### src/rtl/spq_pkg.sv
package spq_pkg;

   localparam int DEPTH       = 16;
   localparam int ELEM_WIDTH  = 32;
   localparam int PRIO_WIDTH  = 8;
   localparam int COUNT_WIDTH = 5;

   typedef enum logic [0:0] {
      FUNC_PUSH = 1'b0,
      FUNC_POP  = 1'b1
   } func_type;

   typedef enum logic [1:0] {
      STATUS_OK        = 2'd0,
      STATUS_POP_EMPTY = 2'd1,
      STATUS_PUSH_FULL = 2'd2
   } status_type;

   typedef struct packed {
      func_type              func;
      logic [ELEM_WIDTH-1:0] elem_in;
      logic [PRIO_WIDTH-1:0] prio_in;
   } req_type;

   typedef struct packed {
      logic [ELEM_WIDTH-1:0]  head_elem;
      logic [PRIO_WIDTH-1:0]  head_prio;
      logic                   is_empty;
      logic [COUNT_WIDTH-1:0] count;
      status_type             status;
   } rsp_type;

   // one stored entry, as handed between neighbor cells
   typedef struct packed {
      logic [ELEM_WIDTH-1:0] elem;
      logic [PRIO_WIDTH-1:0] prio;
   } entry_type;

   // command broadcast to every cell in the cycle an item is accepted
   typedef struct packed {
      logic                  push;
      logic                  pop;
      logic [ELEM_WIDTH-1:0] elem;
      logic [PRIO_WIDTH-1:0] prio;
   } cmd_type;

endpackage

### src/rtl/spq_cell.sv
module spq_cell (
   input  logic               clock,
   input  spq_pkg::cmd_type   cmd,
   input  logic               occ,
   input  logic               left_le,
   input  spq_pkg::entry_type left_entry,
   input  spq_pkg::entry_type right_entry,
   output logic               le,
   output spq_pkg::entry_type entry,
   output spq_pkg::entry_type entry_nxt
);

   spq_pkg::entry_type entry_ff;
   spq_pkg::entry_type entry_in;

   // stored entry sorts at or before the pushed one
   assign le = occ && (entry_ff.prio <= cmd.prio);

   always_comb begin
      entry_in = entry_ff;
      priority if (cmd.push) begin
         priority if (le) begin
            entry_in = entry_ff;
         end else if (left_le) begin
            entry_in.elem = cmd.elem;
            entry_in.prio = cmd.prio;
         end else begin
            entry_in = left_entry;
         end
      end else if (cmd.pop) begin
         entry_in = right_entry;
      end else begin
         entry_in = entry_ff;
      end
   end

   always_ff @(posedge clock) begin
      entry_ff <= entry_in;
   end

   assign entry     = entry_ff;
   assign entry_nxt = entry_in;

endmodule

### src/rtl/sorted_priority_queue_top.sv
// channel | direction | handshake            | payload
// req     | in        | req_valid/req_ready  | spq_pkg::req_type (func, elem_in, prio_in)
// rsp     | out       | rsp_valid/rsp_ready  | spq_pkg::rsp_type (head, empty, count, status)
//
// one item per cycle while req_ready is high: every cell compares its priority against the pushed one
// and shifts in the same cycle, so the chain of DEPTH cells settles combinationally
// the response for an item is registered and shows in the cycle after acceptance
// req_ready is high whenever the response register is empty or being drained
// synchronous active-high reset clears the occupancy and the response valid
// stored entries are not cleared; only slots below the occupancy are ever read
module sorted_priority_queue_top #(
   parameter int DEPTH = spq_pkg::DEPTH
) (
   input  logic             clock,
   input  logic             reset,
   input  logic             req_valid,
   output logic             req_ready,
   input  spq_pkg::req_type req_data,
   output logic             rsp_valid,
   input  logic             rsp_ready,
   output spq_pkg::rsp_type rsp_data
);

   localparam int CntW = $clog2(DEPTH + 1);

   logic [CntW-1:0]    count_ff;
   logic [CntW-1:0]    count_in;
   logic               rsp_valid_ff;
   logic               rsp_valid_in;
   spq_pkg::rsp_type   rsp_data_ff;
   spq_pkg::rsp_type   rsp_data_in;

   logic               accept;
   logic               full;
   logic               empty;
   spq_pkg::status_type status;
   spq_pkg::cmd_type   cmd;

   logic [DEPTH-1:0]   occ;
   logic [DEPTH-1:0]   le;
   spq_pkg::entry_type entries   [DEPTH];
   spq_pkg::entry_type entry_nxt [DEPTH];

   // output register frees up as soon as the current response is taken
   assign req_ready = !rsp_valid_ff || rsp_ready;
   assign accept    = req_valid && req_ready;

   assign full  = (count_ff == CntW'(DEPTH));
   assign empty = (count_ff == '0);

   // broadcast command; a rejected push or pop leaves the cells alone
   always_comb begin
      cmd.elem = req_data.elem_in;
      cmd.prio = req_data.prio_in;
      cmd.push = accept && (req_data.func == spq_pkg::FUNC_PUSH) && !full;
      cmd.pop  = accept && (req_data.func == spq_pkg::FUNC_POP) && !empty;
   end

   always_comb begin
      status = spq_pkg::STATUS_OK;
      unique case (req_data.func)
         spq_pkg::FUNC_PUSH: begin
            if (full) begin
               status = spq_pkg::STATUS_PUSH_FULL;
            end
         end
         spq_pkg::FUNC_POP: begin
            if (empty) begin
               status = spq_pkg::STATUS_POP_EMPTY;
            end
         end
         default: begin
            status = spq_pkg::STATUS_OK;
         end
      endcase
   end

   always_comb begin
      count_in = count_ff;
      priority if (cmd.push) begin
         count_in = count_ff + CntW'(1);
      end else if (cmd.pop) begin
         count_in = count_ff - CntW'(1);
      end else begin
         count_in = count_ff;
      end
   end

   // the cell chain: slot 0 is the head, occupied slots form a prefix
   for (genvar i = 0; i < DEPTH; i++) begin : g_cell
      spq_pkg::entry_type left_entry;
      spq_pkg::entry_type right_entry;
      logic               left_le;

      assign occ[i] = (CntW'(i) < count_ff);

      if (i == 0) begin : g_head
         // nothing sorts ahead of the head slot, so a push lands here unless kept
         assign left_le    = 1'b1;
         assign left_entry = entries[i];
      end else begin : g_body
         assign left_le    = le[i-1];
         assign left_entry = entries[i-1];
      end

      if (i == DEPTH - 1) begin : g_tail
         // the slot freed by a pop is beyond the occupancy and never read
         assign right_entry = entries[i];
      end else begin : g_inner
         assign right_entry = entries[i+1];
      end

      spq_cell u_cell (
         .clock       (clock),
         .cmd         (cmd),
         .occ         (occ[i]),
         .left_le     (left_le),
         .left_entry  (left_entry),
         .right_entry (right_entry),
         .le          (le[i]),
         .entry       (entries[i]),
         .entry_nxt   (entry_nxt[i])
      );
   end

   // response describes the head after this item's update
   always_comb begin
      rsp_data_in.count    = spq_pkg::COUNT_WIDTH'(count_in);
      rsp_data_in.status   = status;
      rsp_data_in.is_empty = (count_in == '0);
      if (count_in == '0) begin
         rsp_data_in.head_elem = '0;
         rsp_data_in.head_prio = '0;
      end else begin
         rsp_data_in.head_elem = entry_nxt[0].elem;
         rsp_data_in.head_prio = entry_nxt[0].prio;
      end
   end

   always_comb begin
      rsp_valid_in = rsp_valid_ff;
      priority if (accept) begin
         rsp_valid_in = 1'b1;
      end else if (rsp_ready) begin
         rsp_valid_in = 1'b0;
      end else begin
         rsp_valid_in = rsp_valid_ff;
      end
   end

   always_ff @(posedge clock) begin
      if (reset) begin
         count_ff     <= '0;
         rsp_valid_ff <= 1'b0;
      end else begin
         count_ff     <= count_in;
         rsp_valid_ff <= rsp_valid_in;
      end
   end

   always_ff @(posedge clock) begin
      if (accept) begin
         rsp_data_ff <= rsp_data_in;
      end
   end

   assign rsp_valid = rsp_valid_ff;
   assign rsp_data  = rsp_data_ff;

endmodule

### config.mk
export PLATFORM = sky130hd
export DESIGN_NAME = sorted_priority_queue_top
export DESIGN_NICKNAME = d
export VERILOG_FILES = /design/src/rtl/spq_pkg.sv /design/src/rtl/spq_cell.sv /design/src/rtl/sorted_priority_queue_top.sv
export SDC_FILE = /design/constraint.sdc
export NUM_CORES = 2
export LEC_CHECK = 0
export BUFFER_PORTS_ARGS = -buffer_cell sky130_fd_sc_hd__buf_2
export CAP_MARGIN = 20
export CORE_ASPECT_RATIO = 0.5
export CORE_MARGIN = 2
export CORE_UTILIZATION = 52
export CTS_BUF_LIST = sky130_fd_sc_hd__clkbuf_4
export DETAILED_ROUTE_END_ITERATION = 16
export GPL_TIMING_DRIVEN = 0
export PLACE_DENSITY = 0.68
export SLEW_MARGIN = 20
export SYNTH_ARGS = -nofsm -noshare
export SYNTH_HDL_FRONTEND = slang
export SYNTH_SLANG_ARGS = --single-unit
### constraint.sdc
create_clock -name clock -period 19.4 [get_ports clock]
set_clock_uncertainty 0.15 [all_clocks]
set_input_delay 2.91 -clock clock [delete_from_list [all_inputs] [get_ports clock]]
set_output_delay 2.91 -clock clock [all_outputs]
set_load 0.03 [all_outputs]
## Yosys cells after proc, flatten, opt, wreduce, memory -nomap -nowiden

Index checks and enable logic that the tools add are counted.

| word-level totals | value |
|---|---|
| bits in read-only memories | 0 |
| memories kept | 0 |
| latch bits | 0 |
| memory bits (writable) | 0 |
| word-level logic and storage cells | 201 |
| register bits | 694 |
| input port bits | 45 |

| cells by class | value |
|---|---|
| mux-type cells | 67 |
| reductions and logical operators | 44 |
| $lt $le $gt $ge | 32 |
| bitwise logic cells | 2 |
| multipliers | 0 |
| div/mod/pow operators | 0 |
| equality and inequality tests | 15 |
| shift-type cells | 0 |
| add/subtract/negate cells | 2 |

Operators with widths:

| kind | number |
|---|---|
| $mux 40 | 60 |
| $le 8x8->1 | 16 |
| $lt 4x5->1 const A | 8 |
| $reduce_and 2->1 | 15 |
| $ne 2x2->1 const B | 14 |
| $logic_and 1x1->1 | 21 |
| $lt 3x5->1 const A | 4 |
| $logic_not 5->1 | 2 |
| $lt 1x5->1 const A | 2 |
| $lt 2x5->1 const A | 2 |
| $mux 5 | 2 |
| $add 5x1->5 const B | 1 |
| $eq 5x5->1 const B | 1 |
| $sub 5x1->5 const B | 1 |
| $pmux 2 s2 | 1 |
| $reduce_bool 2->1 | 2 |
| $logic_not 1->1 | 3 |
| $mux 1 | 3 |
| $mux 2 | 1 |
| $not 1->1 | 2 |
| $logic_or 1x1->1 | 1 |

## Depth between registers and ports, before layout

| logic depth | value |
|---|---|
| depth after elaboration | 8 |
| mapped depth | 12 |
| mapped depth without buffers | 8 |

## Hierarchy

From an unflattened synthesis, not the netlist that was laid out.

| second synthesis, totals | value |
|---|---|
| cell total of the unflattened synthesis | 5312 |
| area, all modules | 55627.1 sq um |

By module, submodules not included:

| module | sequential area each (sq um) | cells an instance | area each (sq um) | instances |
|---|---|---|---|---|
| spq_cell at g_cell[14].u_cell ... | 800.8 | 317 | 3294.4 | 11 |
| spq_cell at g_cell[0].u_cell ... | 800.8 | 317 | 3330.7 | 5 |
| sorted_priority_queue_top | 1561.5 | 240 | 2735.1 | 1 |

## Least setup slack after synthesis

No wires, ideal clock.

| path | value |
|---|---|
| path kind | input to register |
| from | input req_data[6] (netlist name) |
| to | register g_cell[2].u_cell.entry_ff, in the netlist g_cell[2].u_cell.entry[0] (enable) |
| arrival | 7.860 ns |
| cell stages on the path | 10 |
| required time | 18.757 ns |
| path slack | 10.896 ns |
| path through | clkbuf_1 -> clkbuf_1 -> inv_1 -> ha_1 -> and3_1 -> and4_1 -> o21ai_0 -> a21oi_1 -> clkbuf_1 -> o21ai_0 |

| between the ends | value |
|---|---|
| word-level cells in the longest chain between the ends | 4 |

RTL lines:

| element | line | text |
|---|---|---|
| start, declared | sorted_priority_queue_top.sv:18 | `input spq_pkg::req_type req_data,` |
| $le 8x8->1 | spq_cell.sv:17 | `assign le = occ && (entry_ff.prio <= cmd.prio);` |
| $logic_and 1x1->1 | spq_cell.sv:17 |  |
| $ne 2x2->1 (no line) | - |  |
| $reduce_and 2->1 (no line) | - |  |
| end signal, assigned | spq_cell.sv:38 | `entry_ff <= entry_in;` |
| end, declared | spq_cell.sv:13 | `spq_pkg::entry_type entry_ff;` |

No other way between the ends.
A chain may end at the register's enable or synchronous reset.

## Final worst setup path

| path | value |
|---|---|
| from | input req_data[7] (netlist name) |
| to | register g_cell[2].u_cell.entry_ff, in the netlist g_cell[2].u_cell.entry[24] (enable) |

The elaborated chain is that of the path after synthesis.

==> impl_metrics.env <==
export IMPL_drt_pass1_iter_count=8
export IMPL_io_buffers=55
export IMPL_cts_setup_buffers=0
export IMPL_netSwitchingPower_w=0.00171
export IMPL_r2r_slack_ns=14.24
export IMPL_max_vdd_ir_drop_v=0.0000592
export IMPL_vias=34400
export IMPL_endpoint_kind="register"
export IMPL_area_growth_pct=10.5
export IMPL_wirelength_um=129000
export IMPL_path_buf_inv=5
export IMPL_rows=70
export IMPL_floorplan_initialDensity=0.525
export IMPL_fin_area_sq_mm=0.0424
export IMPL_power_density_mw_per_mm2=110
export IMPL_syn_area_sq_mm=0.0383
export IMPL_yosys_warnings=0
export IMPL_slew_headroom=0.195
export IMPL_cts_buffer_depth=3
export IMPL_nets=4423
export IMPL_via_per_inst=6.44
export IMPL_fin_crit_sh=0.381
export IMPL_worstReg2RegStart="count_ff[1]"
export IMPL_clock_sink_count=694
export IMPL_hold_path_end="g_cell[0].u_cell.entry[39]"
export IMPL_share_comb_of_total_power=0.285
export IMPL_numCtsBuffers=169
export IMPL_min_from="g_cell[0].u_cell.entry[39]"
export IMPL_dp_hpwl_um=100000
export IMPL_die_w_um=388
export IMPL_ctsResizeCount=0
export IMPL_dieArea_sq_mm=0.0761
export IMPL_place_ws_ns=11.14
export IMPL_drc=0
export IMPL_cpMostUsedCell="clkbuf_1"
export IMPL_ctsHtreeMaxLevel=4
export IMPL_final_hold_violation_count=0
export IMPL_synth_seq_cells=694
export IMPL_crit_slowest_cell="clkbuf_1"
export IMPL_synthFlopType="edfxtp_1"
export IMPL_drtAntennaViolNets=0
export IMPL_p_int_w=0.00294
export IMPL_die_height_um=196
export IMPL_cts_clk_slew_worst_paths_ns=0.07
export IMPL_pwr_share_clk=0.259
export IMPL_max_cap_viol_count=0
export IMPL_setup_viol=0
export IMPL_first_iter_violations=5405
export IMPL_placed_area_sq_mm=0.0404
export IMPL_hold_depth=2
export IMPL_finalMaxSlewViolations=0
export IMPL_crit_chain="clkbuf_1 -> clkbuf_1 -> inv_1 -> ha_1 -> and3_1 -> and4_1 -> o21ai_0 -> a21oi_1 -> clkbuf_1 -> o21ai_4 -> buf_16"
export IMPL_grt_pass1_vias=31800
export IMPL_reg2reg_depth=12
export IMPL_crit_path_max_incr_delay_ns=0.82
export IMPL_clk_insertion_delay_late_ns=1.04
export IMPL_worst_pin_slew_ns=1.21
export IMPL_p_total_w=0.00464
export IMPL_drive_above_1_share=0.0968
export IMPL_path_class="in -> reg"
export IMPL_fillers=6565
export IMPL_netSwitchingFraction=0.367
export IMPL_power_leakage_nw=14.8
export IMPL_r2r_end="g_cell[15].u_cell.entry[21]"
export IMPL_cts_tree="done"
export IMPL_yosysSeqAreaShare=0.532
export IMPL_p_seq_frac=0.456
export IMPL_path_delay_family="buffers and inverters"
export IMPL_fin_ws_ns=12.00
export IMPL_path_max_fanout=25
export IMPL_grt_pass1_wl_um=192000
export IMPL_setup_tns_ns=0
export IMPL_wl_per_cell_um=24.1
export IMPL_synth_edf_count=648
export IMPL_io_pins=95
export IMPL_track_usage=0.332
export IMPL_post_route_min_period_ns=7.40
export IMPL_design_core_area_sq_mm=0.0730
export IMPL_min_path_type="reg -> reg"
export IMPL_postCtsHoldBufs=0
export IMPL_synth_distinct_cells=56
export IMPL_async_reset_ff_frac=0
export IMPL_grt_max_degree=47
export IMPL_run_status="completed"
export IMPL_worstSetupStartpointType="primary input"
export IMPL_avgSynthCellArea_sq_um=9.58
export IMPL_rsz0062_at_grt="false"
export IMPL_postSynthCellCount=4002
export IMPL_antenna_found_initial=7
export IMPL_required_ns=20.02
export IMPL_timing_fmax_ghz=0.135
export IMPL_syn_num_nets=4179
export IMPL_grt_overflow=0
export IMPL_worstPathArrival_ns=8.02
export IMPL_cts_root_buf="clkbuf_4"
export IMPL_place_congestion=0.964
state kept, by name, summed over array words and instances (netlist names):
name,cells
rsp_data,48
rsp_valid,1
count_ff,5
g_cell.u_cell.entry,640
synthesized netlist by cell type, drive strengths merged (26+ instances only):
library cell  count  area [sq um]
a21oi           572          2860
a22oi            42           315
a31oi           481          3010
buf              26           158
clkbuf          418          1570
dfxtp            46           921
edfxtp          648         19500
ha              132          1650
inv              34           128
mux2             41           462
mux2i            78           781
nand2           165           619
nand3            73           365
nand4            30           188
nor2            482          1830
o21ai           597          2990
logic make-up (layout without fill, tap and decap cells):
| kind of cell | Yosys count | in the layout | share of synthesized area |
|---|---|---|---|
| compound gates | 1768 | 1768 | 0.255 |
| simple gates | 809 | 809 | 0.0892 |
| fa+ha+maj | 132 | 132 | 0.0431 |
| other cells | 0 | 10 | 0 |
| mux | 119 | 119 | 0.0324 |
| xor+xnor | 2 | 2 | 0.000653 |
| buf+inv | 478 | 825 | 0.0484 |
| flops | 694 | 694 | 0.532 |
power groups by stage:
stage	sequential, W	combinational, W	clock, W
6_report	0.00212	0.00133	0.00120
4_1_cts	0.00211	0.00129	0.00120
3_5_place_dp	0.00213	0.00128	0
2_1_floorplan	0.00213	0.000821	0
3_3_place_gp	0.00214	0.00121	0
5_1_grt	0.00213	0.00145	0.00128
area by class of cell:
type                       instances  area [sq um]  area share
antenna                           10          25.0    0.000591
buffer                           444          1730      0.0409
clock buffer                     242          1820      0.0429
clock inverter                    32           156     0.00369
inverter                          34           130     0.00307
multi-input combinational       2830         16200       0.382
sequential                       694         20400       0.481
tap                              972          1220      0.0287
timing repair buffer              73           743      0.0175
per-layer routing:
metal  GRT usage  share of wire
met1       0.505           0.44
met3       0.107           0.15
met2       0.452           0.39
met5           0              0
met4      0.0875          0.021
worst reg2reg max path, stage by stage, from the launching register on:
cell and delay, ns:
dfxtp_1 0.32, buf_2 0.19, inv_1 0.28, ha_1 0.39, and4bb_2 0.36, or3_1 0.13, clkbuf_1 0.54, buf_2 0.49
clkbuf_2 0.61, clkbuf_1 0.74, o22ai_4 0.28, buf_16 0.24, buf_16 0.17
worst max path at each step:
| stage | slack [ns] | endpoint | cells after the start | startpoint |
|---|---|---|---|---|
| floorplan | 10.90 | g_cell[2].u_cell.entry[0] | 10 | req_data[6] |
| global placement | 8.11 | g_cell[5].u_cell.entry[23] | 10 | req_data[6] |
| detailed placement | 11.14 | g_cell[2].u_cell.entry[22] | 11 | req_data[6] |
| CTS | 12.27 | g_cell[2].u_cell.entry[14] | 11 | req_data[6] |
| global route | 11.86 | g_cell[2].u_cell.entry[25] | 11 | req_data[6] |
| finish | 12.00 | g_cell[2].u_cell.entry[24] | 11 | req_data[7] |
layout by cell type, fill, tap and decap left out, types with 10 or more instances in the layout:
master and instances:
a21oi_1 572, a22oi_1 42, o22ai_1 12, nand2_1 154
nand2_2 11, inv_1 33, buf_2 67, clkbuf_1 413
edfxtp_1 648, dfxtp_1 46, clkinv_1 19, mux2i_1 78
o21ai_0 592, mux2_2 41, o211ai_1 19, nand3_1 73
nor2_1 481, diode_2 10, o22a_1 10, ha_1 132
a31oi_1 481, nor2b_1 24, nand4_1 30, buf_16 16
clkbuf_4 242
per-stage QoR:
| step | hold slack [ns] | instances | util |
|---|---|---|---|
| after CTS | 0.335 | 5321 | 0.580 |
| after floorplan | 0.295 | 4002 | - |
| after global routing | 0.356 | 5328 | 0.580 |
| after global placement | 0.313 | 5029 | 0.545 |
| final | 0.338 | 5331 | 0.580 |
| after detailed placement | 0.323 | 5047 | 0.553 |
(Power assumes the default switching activity.)
